### src/rtl/tws_pkg.sv
package tws_pkg;

   localparam int CFG_BITS = 16;

   typedef enum logic [1:0] {
      OP_REG_WR  = 2'd0,
      OP_REG_RD  = 2'd1,
      OP_FIFO_WR = 2'd2,
      OP_FIFO_RD = 2'd3
   } op_type;

   typedef enum logic [2:0] {
      PH_IDLE  = 3'd0,
      PH_SETUP = 3'd1,
      PH_LOW   = 3'd2,
      PH_HIGH  = 3'd3,
      PH_TAIL  = 3'd4,
      PH_GAP   = 3'd5
   } phase_type;

   typedef enum logic [1:0] {
      CSR_HALF_PERIOD = 2'd0,
      CSR_FIFO_HOLD   = 2'd1,
      CSR_FIFO_GAP    = 2'd2,
      CSR_UNUSED      = 2'd3
   } csr_index_type;

   // One tick of the pin sequencer.
   typedef struct packed {
      logic       start;
      op_type     kind;
      logic [6:0] reg_addr;
      logic [7:0] wr_data;
      logic       sdio_in;
   } tws_item_type;

   typedef struct packed {
      logic [CFG_BITS-1:0] half_period;
      logic [CFG_BITS-1:0] fifo_hold;
      logic [CFG_BITS-1:0] fifo_gap;
   } tws_cfg_type;

   // Pin levels and status after one tick.
   typedef struct packed {
      logic       sck;
      logic       sdio_out;
      logic       sdio_oe;
      logic       csb;
      logic       fcsb;
      logic       busy;
      logic [7:0] rd_data;
      logic       rd_valid;
   } tws_pins_type;

   // A programmed count of zero behaves as one tick.
   function automatic logic [CFG_BITS-1:0] wait_load(input logic [CFG_BITS-1:0] v);
      logic [CFG_BITS-1:0] r;
      r = (v == '0) ? CFG_BITS'(1) : v;
      return r;
   endfunction

endpackage

### src/rtl/tws_seq.sv
module tws_seq import tws_pkg::*; (
   input  logic         clock,
   input  logic         reset,
   input  logic         step,
   input  tws_item_type item,
   input  tws_cfg_type  cfg,
   output tws_pins_type pins
);

   phase_type           phase_ff, phase_in;
   op_type              op_ff, op_in;
   logic [4:0]          bit_count_ff, bit_count_in;
   logic [CFG_BITS-1:0] wait_ff, wait_in;
   logic [15:0]         shift_ff, shift_in;
   logic [7:0]          read_byte_ff, read_byte_in;
   logic                sck_ff, sck_in;
   logic                sdo_ff, sdo_in;
   logic                oe_ff, oe_in;
   logic                csb_ff, csb_in;
   logic                fcsb_ff, fcsb_in;
   logic                rd_pulse;
   logic                go_low;
   logic                go_done;
   logic                is_fifo;

   assign is_fifo = (op_ff == OP_FIFO_WR) || (op_ff == OP_FIFO_RD);

   always_comb begin
      phase_in     = phase_ff;
      op_in        = op_ff;
      bit_count_in = bit_count_ff;
      wait_in      = wait_ff;
      shift_in     = shift_ff;
      read_byte_in = read_byte_ff;
      sck_in       = sck_ff;
      sdo_in       = sdo_ff;
      oe_in        = oe_ff;
      csb_in       = csb_ff;
      fcsb_in      = fcsb_ff;
      rd_pulse     = 1'b0;
      go_low       = 1'b0;
      go_done      = 1'b0;

      if (phase_ff == PH_IDLE) begin
         if (item.start) begin
            op_in    = item.kind;
            sck_in   = 1'b0;
            sdo_in   = 1'b1;
            phase_in = PH_SETUP;
            wait_in  = wait_load(cfg.half_period);
            case (item.kind)
               OP_REG_WR, OP_REG_RD: begin
                  oe_in        = 1'b1;
                  fcsb_in      = 1'b1;
                  csb_in       = 1'b0;
                  bit_count_in = 5'd2;
                  // The address MSB selects read (1) or write (0).
                  if (item.kind == OP_REG_WR) begin
                     shift_in = {1'b0, item.reg_addr, item.wr_data};
                  end else begin
                     shift_in = {1'b1, item.reg_addr, 8'h00};
                  end
               end
               default: begin
                  oe_in        = (item.kind == OP_FIFO_WR);
                  fcsb_in      = 1'b0;
                  csb_in       = 1'b1;
                  bit_count_in = 5'd3;
                  shift_in     = (item.kind == OP_FIFO_WR) ? {item.wr_data, 8'h00} : 16'h0000;
               end
            endcase
         end
      end else if (wait_ff > CFG_BITS'(1)) begin
         wait_in = wait_ff - CFG_BITS'(1);
      end else begin
         case (phase_ff)
            PH_SETUP: begin
               if (bit_count_ff > 5'd1) begin
                  bit_count_in = bit_count_ff - 5'd1;
                  wait_in      = wait_load(cfg.half_period);
               end else begin
                  bit_count_in = 5'd0;
                  go_low       = 1'b1;
               end
            end
            PH_LOW: begin
               phase_in = PH_HIGH;
               sck_in   = 1'b1;
               if ((op_ff == OP_FIFO_RD) || (op_ff == OP_REG_RD && bit_count_ff >= 5'd8)) begin
                  shift_in = {shift_ff[14:0], item.sdio_in};
               end
               wait_in = wait_load(cfg.half_period);
            end
            PH_HIGH: begin
               bit_count_in = bit_count_ff + 5'd1;
               if (bit_count_in >= (is_fifo ? 5'd8 : 5'd16)) begin
                  phase_in = PH_TAIL;
                  sck_in   = 1'b0;
                  if (is_fifo) begin
                     wait_in = wait_load(cfg.fifo_hold);
                  end else begin
                     bit_count_in = 5'd2;
                     wait_in      = wait_load(cfg.half_period);
                  end
               end else begin
                  go_low = 1'b1;
               end
            end
            PH_TAIL: begin
               if (is_fifo) begin
                  fcsb_in  = 1'b1;
                  phase_in = PH_GAP;
                  wait_in  = wait_load(cfg.fifo_gap);
               end else if (bit_count_ff > 5'd1) begin
                  bit_count_in = bit_count_ff - 5'd1;
                  wait_in      = wait_load(cfg.half_period);
               end else begin
                  go_done = 1'b1;
               end
            end
            default: begin
               go_done = 1'b1;
            end
         endcase
      end

      // Start of a bit: sck low, then either drive the next bit or release the pin.
      if (go_low) begin
         phase_in = PH_LOW;
         sck_in   = 1'b0;
         if ((op_in == OP_FIFO_RD) || (op_in == OP_REG_RD && bit_count_in >= 5'd8)) begin
            oe_in = 1'b0;
         end else begin
            sdo_in   = shift_in[15];
            shift_in = {shift_in[14:0], 1'b0};
         end
         wait_in = wait_load(cfg.half_period);
      end

      if (go_done) begin
         oe_in        = 1'b0;
         sdo_in       = 1'b1;
         csb_in       = 1'b1;
         fcsb_in      = 1'b1;
         sck_in       = 1'b0;
         phase_in     = PH_IDLE;
         wait_in      = '0;
         bit_count_in = 5'd0;
         if (op_ff == OP_REG_RD || op_ff == OP_FIFO_RD) begin
            read_byte_in = shift_in[7:0];
            rd_pulse     = 1'b1;
         end
      end
   end

   always_ff @(posedge clock) begin
      if (reset) begin
         phase_ff     <= PH_IDLE;
         op_ff        <= OP_REG_WR;
         bit_count_ff <= '0;
         wait_ff      <= '0;
         shift_ff     <= '0;
         read_byte_ff <= '0;
         sck_ff       <= 1'b0;
         sdo_ff       <= 1'b1;
         oe_ff        <= 1'b1;
         csb_ff       <= 1'b1;
         fcsb_ff      <= 1'b1;
      end else if (step) begin
         phase_ff     <= phase_in;
         op_ff        <= op_in;
         bit_count_ff <= bit_count_in;
         wait_ff      <= wait_in;
         shift_ff     <= shift_in;
         read_byte_ff <= read_byte_in;
         sck_ff       <= sck_in;
         sdo_ff       <= sdo_in;
         oe_ff        <= oe_in;
         csb_ff       <= csb_in;
         fcsb_ff      <= fcsb_in;
      end
   end

   always_comb begin
      pins.sck      = sck_in;
      pins.sdio_out = sdo_in;
      pins.sdio_oe  = oe_in;
      pins.csb      = csb_in;
      pins.fcsb     = fcsb_in;
      pins.busy     = (phase_in != PH_IDLE);
      pins.rd_data  = read_byte_in;
      pins.rd_valid = rd_pulse;
   end

endmodule

### src/rtl/three_wire_spi_master.sv
// Pin sequencer for a half-duplex 3-wire SPI master with a register select (csb)
// and a FIFO select (fcsb). Each input transaction is one tick of the sequencer
// and returns exactly one result transaction with the pin levels and status after
// that tick. One transaction is taken per clock cycle when the result side is not
// stalled. A result passes through one input register, then the sequencer
// update into the result register. The tick counts for the sck half period,
// FIFO hold and FIFO gap are written through the csr_ port; the user must write
// them only while no request is in progress, as the block does not enforce it;
// a value of zero acts as one tick.
module three_wire_spi_master import tws_pkg::*; (
   input  logic                clock,
   input  logic                reset,
   input  logic                req_valid,
   output logic                req_stall,
   input  logic                req_req_valid,
   input  logic [1:0]          req_req_type,
   input  logic [6:0]          req_reg_addr,
   input  logic [7:0]          req_wr_data,
   input  logic                req_sdio_in,
   output logic                rsp_valid,
   input  logic                rsp_stall,
   output logic                rsp_sck,
   output logic                rsp_sdio_out,
   output logic                rsp_sdio_oe,
   output logic                rsp_csb,
   output logic                rsp_fcsb,
   output logic                rsp_busy_res,
   output logic [7:0]          rsp_rd_data,
   output logic                rsp_rd_valid,
   input  logic                csr_valid,
   output logic                csr_ready,
   input  logic [1:0]          csr_index,
   input  logic [CFG_BITS-1:0] csr_data
);

   logic         in_valid_ff;
   tws_item_type item_ff;
   logic         out_valid_ff;
   tws_pins_type pins_ff;
   tws_pins_type pins_in;
   tws_cfg_type  cfg_ff;
   logic         out_free;
   logic         step;

   assign out_free  = !out_valid_ff || !rsp_stall;
   assign step      = in_valid_ff && out_free;
   assign req_stall = in_valid_ff && !out_free;
   assign csr_ready = 1'b1;

   always_ff @(posedge clock) begin
      if (reset) begin
         in_valid_ff  <= 1'b0;
         out_valid_ff <= 1'b0;
      end else begin
         if (!req_stall) begin
            in_valid_ff <= req_valid;
         end
         if (out_free) begin
            out_valid_ff <= step;
         end
      end
   end

   always_ff @(posedge clock) begin
      if (!req_stall) begin
         item_ff.start    <= req_req_valid;
         item_ff.kind     <= op_type'(req_req_type);
         item_ff.reg_addr <= req_reg_addr;
         item_ff.wr_data  <= req_wr_data;
         item_ff.sdio_in  <= req_sdio_in;
      end
      if (step) begin
         pins_ff <= pins_in;
      end
   end

   always_ff @(posedge clock) begin
      if (reset) begin
         cfg_ff.half_period <= CFG_BITS'(8);
         cfg_ff.fifo_hold   <= CFG_BITS'(48);
         cfg_ff.fifo_gap    <= CFG_BITS'(96);
      end else if (csr_valid && csr_ready) begin
         case (csr_index_type'(csr_index))
            CSR_HALF_PERIOD: cfg_ff.half_period <= csr_data;
            CSR_FIFO_HOLD:   cfg_ff.fifo_hold   <= csr_data;
            CSR_FIFO_GAP:    cfg_ff.fifo_gap    <= csr_data;
            default: begin
            end
         endcase
      end
   end

   tws_seq u_seq (
      .clock (clock),
      .reset (reset),
      .step  (step),
      .item  (item_ff),
      .cfg   (cfg_ff),
      .pins  (pins_in)
   );

   assign rsp_valid    = out_valid_ff;
   assign rsp_sck      = pins_ff.sck;
   assign rsp_sdio_out = pins_ff.sdio_out;
   assign rsp_sdio_oe  = pins_ff.sdio_oe;
   assign rsp_csb      = pins_ff.csb;
   assign rsp_fcsb     = pins_ff.fcsb;
   assign rsp_busy_res = pins_ff.busy;
   assign rsp_rd_data  = pins_ff.rd_data;
   assign rsp_rd_valid = pins_ff.rd_valid;

endmodule
### config.mk
export PLATFORM = sky130hd
export DESIGN_NAME = three_wire_spi_master
export DESIGN_NICKNAME = d
export VERILOG_FILES = /design/src/rtl/tws_pkg.sv /design/src/rtl/tws_seq.sv /design/src/rtl/three_wire_spi_master.sv
export SDC_FILE = /design/constraint.sdc
export NUM_CORES = 1
export LEC_CHECK = 0
export BUFFER_PORTS_ARGS = -buffer_cell sky130_fd_sc_hd__clkbuf_2
export CORE_MARGIN = 1.5
export CORE_UTILIZATION = 60
export CTS_BUF_LIST = sky130_fd_sc_hd__clkbuf_8 sky130_fd_sc_hd__clkbuf_16
export DETAILED_ROUTE_END_ITERATION = 10
export GPL_ROUTABILITY_DRIVEN = 1
export MAX_ROUTING_LAYER = met4
export PLACE_DENSITY = 0.86
export REMOVE_ABC_BUFFERS = 1
export SETUP_SLACK_MARGIN = 0.1
export SKIP_LAST_GASP = 1
export SLEW_MARGIN = 20
export SYNTH_ARGS = -nofsm -noshare
export SYNTH_HDL_FRONTEND = slang
export SYNTH_SLANG_ARGS = --single-unit
### constraint.sdc
create_clock -name clock -period 6.2 [get_ports clock]
set_clock_uncertainty 0.15 [all_clocks]
set_input_delay 0.31 -clock clock [delete_from_list [all_inputs] [get_ports clock]]
set_output_delay 0.31 -clock clock [all_outputs]
set_load 0.05 [all_outputs]
==> flow_metrics.py <==
metrics = {
    "worst_setup_path": {
        "timing.critical_path.fanout_max": 22,
        "data_arrival_time_of_the_worst_path_ns": 4.27,
        "startpoint_kind_of_the_worst_setup_timing_path": "flop",
        "worstReg2RegEnd": "rsp_sdio_out",
        "endpoint_kind": "flop",
        "required_ns": 6.34,
        "critPathCapture": "rsp_sdio_out",
        "timing.reg2reg.worst_path_depth": 12,
        "worst_setup_path_startpoint": "u_seq.bit_count_ff[1]",
        "rr_startpoint": "u_seq.bit_count_ff[1]",
        "r2r_setup_slack_ns": 2.07,
        "timing.setup.critical_path_class": "flop to flop",
    },
    "global_routing": {
        "overflow": 0,
        "grt_start_max_net_pins": 61,
        "grt_first_pass_wirelength_mm": 33.63,
        "groute.usage.overall_pct": 33.57,
        "grt_antenna_before_repair": 0,
        "via_count_of_the_first_global_routing_pass": 6686,
    },
    "placed_design": {
        "placement.io_buffers": 58,
        "detailed_place_hpwl_mm": 13.18,
        "gp_routability_congestion": 0.9573,
    },
    "sta": {
        "final_max_slew_viol_count": 0,
        "setup_tns_ns": 0,
        "worst_slew_pin_slew_ns": 1.162,
        "fin_crit_sh_pct": 66.63,
        "slew_headroom_pct": 22.54,
        "setup_viol": 0,
        "rsz0062_at_grt": "false",
        "clock.fmax_mhz": 242.1,
        "timing.final.crit_period_ns": 4.131,
        "worst_hold_slack_ns": 0.2219,
        "finalHoldViolCount": 0,
    },
    "die": {
        "ios": 60,
        "die_width_microns": 115.0,
        "die_y_microns": 115.0,
        "fp.dieArea_sq_um": 13210,
        "floorplan.rows": 40,
        "starting_density_of_the_core_pct": 62.09,
        "floorplan.core_area_sq_um": 12110,
    },
    "clock_tree": {
        "clock-sinks": 139,
        "ctsRootBufferMaster": "sky130_fd_sc_hd__clkbuf_16",
        "cts.repair_timing.setup_buffer_count": 0,
        "cts.path.max_buffers": 2,
        "cts.clk_slew.worst_paths_ns": 0.06,
        "worstSkewPairLatency_ns": 0.44,
        "post_cts_hold_buffer_count": 37,
        "cts_made_buffers": 17,
        "clock_tree.htree_level_count": 4,
        "tritoncts": "built",
        "post_cts_resize_count": 0,
    },
    "logic_synthesis": {
        "post_synth_instance_area_sq_um": 7520,
        "ys_seq_area_share_pct": 41.53,
        "yosys_register_bits": 139,
        "synth_ff_type": "sky130_fd_sc_hd__dfxtp_1",
        "post-synth-top-area-cell": "sky130_fd_sc_hd__dfxtp_1",
        "synth.lib_cells_used.distinct": 76,
        "synth_warnings": 0,
        "number_of_flops_mapped_to_enable_cells_by_yosys": 34,
        "synth_common_cells": "sky130_fd_sc_hd__nand2_1 (156), sky130_fd_sc_hd__dfxtp_1 (105), sky130_fd_sc_hd__a21oi_1 (98)",
        "postSynth.asyncResetShare_pct": 0,
        "post-synth-top-area-fraction_pct": 27.95,
        "synth_cells": 913,
        "syn-mean-instance-area_sq_um": 8.236,
        "yosys.cell_count.top_type": "sky130_fd_sc_hd__nand2_1",
        "synthTopCellsByArea": "sky130_fd_sc_hd__dfxtp_1 (28%), sky130_fd_sc_hd__edfxtp_1 (14%), sky130_fd_sc_hd__nand2_1 (7.8%), sky130_fd_sc_hd__a21oi_1 (6.5%), sky130_fd_sc_hd__nor2_1 (3.8%)",
    },
    "layout": {
        "synth_to_layout_area_growth_pct": 15.31,
        "final_nets": 1017,
        "fillCellCount": 913,
        "drive_gt1_share_pct": 11.68,
    },
    "routing": {
        "final_antenna_net_count": 0,
        "first_pass_drt_iterations": 8,
        "drt-vias-per-instance": 6.332,
        "detail_route.wirelength_mm": 20.86,
        "drc_errors_left": 0,
        "post_drt_wl_per_cell_microns": 18.21,
        "iteration_0_drc_markers": 961,
        "vias": 7250,
    },
    "status": {
        "run_status": "finished, final reports clean",
    },
    "power_and_ir_drop": {
        "cellLeakagePower_nw": 3.240,
        "power.share.combinational_pct": 16.7,
        "power.clock.fraction_pct": 40.2,
        "sequential_share_of_power_pct": 43.1,
        "max-vdd-ir-drop_v": 0.0002341,
        "power_per_cell_area_nw_per_um2": 268.6,
        "p_sw_uw": 681.6,
        "intPower_mw": 1.647,
        "power_switching_share_pct": 29.27,
    },
    "min_path": {
        "worst_hold_startpoint": "csr_index[1]",
        "holdCritPathClass": "input pin to flop",
    },
    "flow_run": {
        "cap_viol_max_count": 0,
    },
}
## final cells by class
cell class | instances | area [sq um] | share of cell area, %
diodes | 1 | 2.502 | 0.02886
clock buffers | 19 | 464.2 | 5.354
clock inverters | 13 | 77.57 | 0.8947
inverters | 24 | 90.09 | 1.039
multi-input cells | 679 | 3990 | 46.02
flip-flops and latches | 139 | 3123 | 36.02
well taps | 168 | 210.2 | 2.424
repair buffers | 102 | 713.2 | 8.225
## critical path, stage by stage, from the launching register on
cell	delay, ns
sky130_fd_sc_hd__dfxtp_1	0.47
sky130_fd_sc_hd__ha_1	0.25
sky130_fd_sc_hd__nand3_1	0.11
sky130_fd_sc_hd__xnor2_1	0.17
sky130_fd_sc_hd__ha_1	0.32
sky130_fd_sc_hd__nand2_1	0.07
sky130_fd_sc_hd__o311a_4	0.36
sky130_fd_sc_hd__mux2_4	0.32
sky130_fd_sc_hd__a211oi_2	0.25
sky130_fd_sc_hd__o32a_1	0.21
sky130_fd_sc_hd__and3_1	0.83
sky130_fd_sc_hd__mux2_2	0.42
sky130_fd_sc_hd__nand2_1	0.06
## logic make-up after synthesis
logic type	count (synthesis)	synth area share, %
other	1	0.04987
buffers and inverters	95	5.590
AOI/OAI and AO/OA	250	22.06
DFF	139	41.53
muxes	23	3.145
xor gates and xnor gates	15	1.747
and+or+nand+nor	378	23.88
adders and majority gates	12	1.997
## how the worst min path moves through the flow
stage	depth (start not counted)	slack, ns	to
final	4	0.22	cfg_ff[43]
after global routing	4	0.24	cfg_ff[46]
after CTS	4	0.21	cfg_ff[42]
after detailed placement	1	0.30	u_seq.csb_ff
after global placement	1	0.30	u_seq.csb_ff
after floorplan	1	0.23	cfg_ff[0]
## cells in the final DEF, fill, tap and decap left out, types with 16 or more instances in the layout
master,netlist,final
sky130_fd_sc_hd__nor3_1,25,24
sky130_fd_sc_hd__edfxtp_1,34,34
sky130_fd_sc_hd__dlygate4sd3_1,0,37
sky130_fd_sc_hd__inv_1,22,25
sky130_fd_sc_hd__dfxtp_1,105,105
sky130_fd_sc_hd__nand2_1,156,156
sky130_fd_sc_hd__mux2i_1,21,21
sky130_fd_sc_hd__o21ai_0,38,38
sky130_fd_sc_hd__and3_1,17,17
sky130_fd_sc_hd__a21oi_1,98,98
sky130_fd_sc_hd__nor2_1,76,76
sky130_fd_sc_hd__nand3_1,27,27
sky130_fd_sc_hd__clkbuf_2,1,57
sky130_fd_sc_hd__nor4_1,16,16
sky130_fd_sc_hd__clkbuf_16,0,18
## state kept, by name, indices dropped and copies added, names as in the netlist
| register | count |
|---|---|
| rsp_fcsb | 1 |
| u_seq.shift_ff | 16 |
| u_seq.wait_ff | 16 |
| rsp_rd_valid | 1 |
| rsp_valid | 1 |
| u_seq.sdo_ff | 1 |
| rsp_busy_res | 1 |
| rsp_csb | 1 |
| rsp_sdio_oe | 1 |
| u_seq.read_byte_ff | 8 |
| u_seq.oe_ff | 1 |
| u_seq.bit_count_ff | 5 |
| rsp_rd_data | 8 |
| item_ff | 19 |
| u_seq.op_ff | 2 |
| u_seq.csb_ff | 1 |
| u_seq.fcsb_ff | 1 |
| u_seq.sck_ff | 1 |
| rsp_sck | 1 |
| cfg_ff | 48 |
| u_seq.phase_ff | 3 |
| in_valid_ff | 1 |
| rsp_sdio_out | 1 |
## per-stage QoR
| step | area (sq um) | power, mW | std cells | worst slack [ns] | utilization [%] |
|---|---|---|---|---|---|
| 6_report | 8671 | 2.329 | 1145 | 2.069 | 71.59 |
| 5_1_grt | 8668 | 2.403 | 1144 | 1.854 | 71.57 |
| 4_1_cts | 8663 | 2.310 | 1144 | 2.085 | 71.53 |
| 3_5_place_dp | 7751 | 1.372 | 1075 | 2.100 | 64.00 |
| 3_3_place_gp | 7751 | 1.366 | 1075 | 2.191 | 64.00 |
| 2_1_floorplan | 7189 | 1.258 | 842 | 2.450 | - |
## metal layers
metal	vias up	part of all wire [%]	wire, microns	GRT usage [%]
li1	3410	-	-	-
met1	3316	42	8692	42.92
met2	435	46	9555	50.40
met3	89	8.6	1788	7.011
met4	0	3.9	819	17.20
met5	-	0	0	-
## power by group through the flow
stage | combinational [mW] | clock (mW) | sequential (mW)
after floorplan | 0.235 | 0 | 1.02
after global placement | 0.348 | 0 | 1.02
after detailed placement | 0.352 | 0 | 1.02
after CTS | 0.376 | 0.933 | 1.00
after global routing | 0.422 | 0.974 | 1.01
final | 0.388 | 0.937 | 1.00
(Power assumes the default switching activity.)
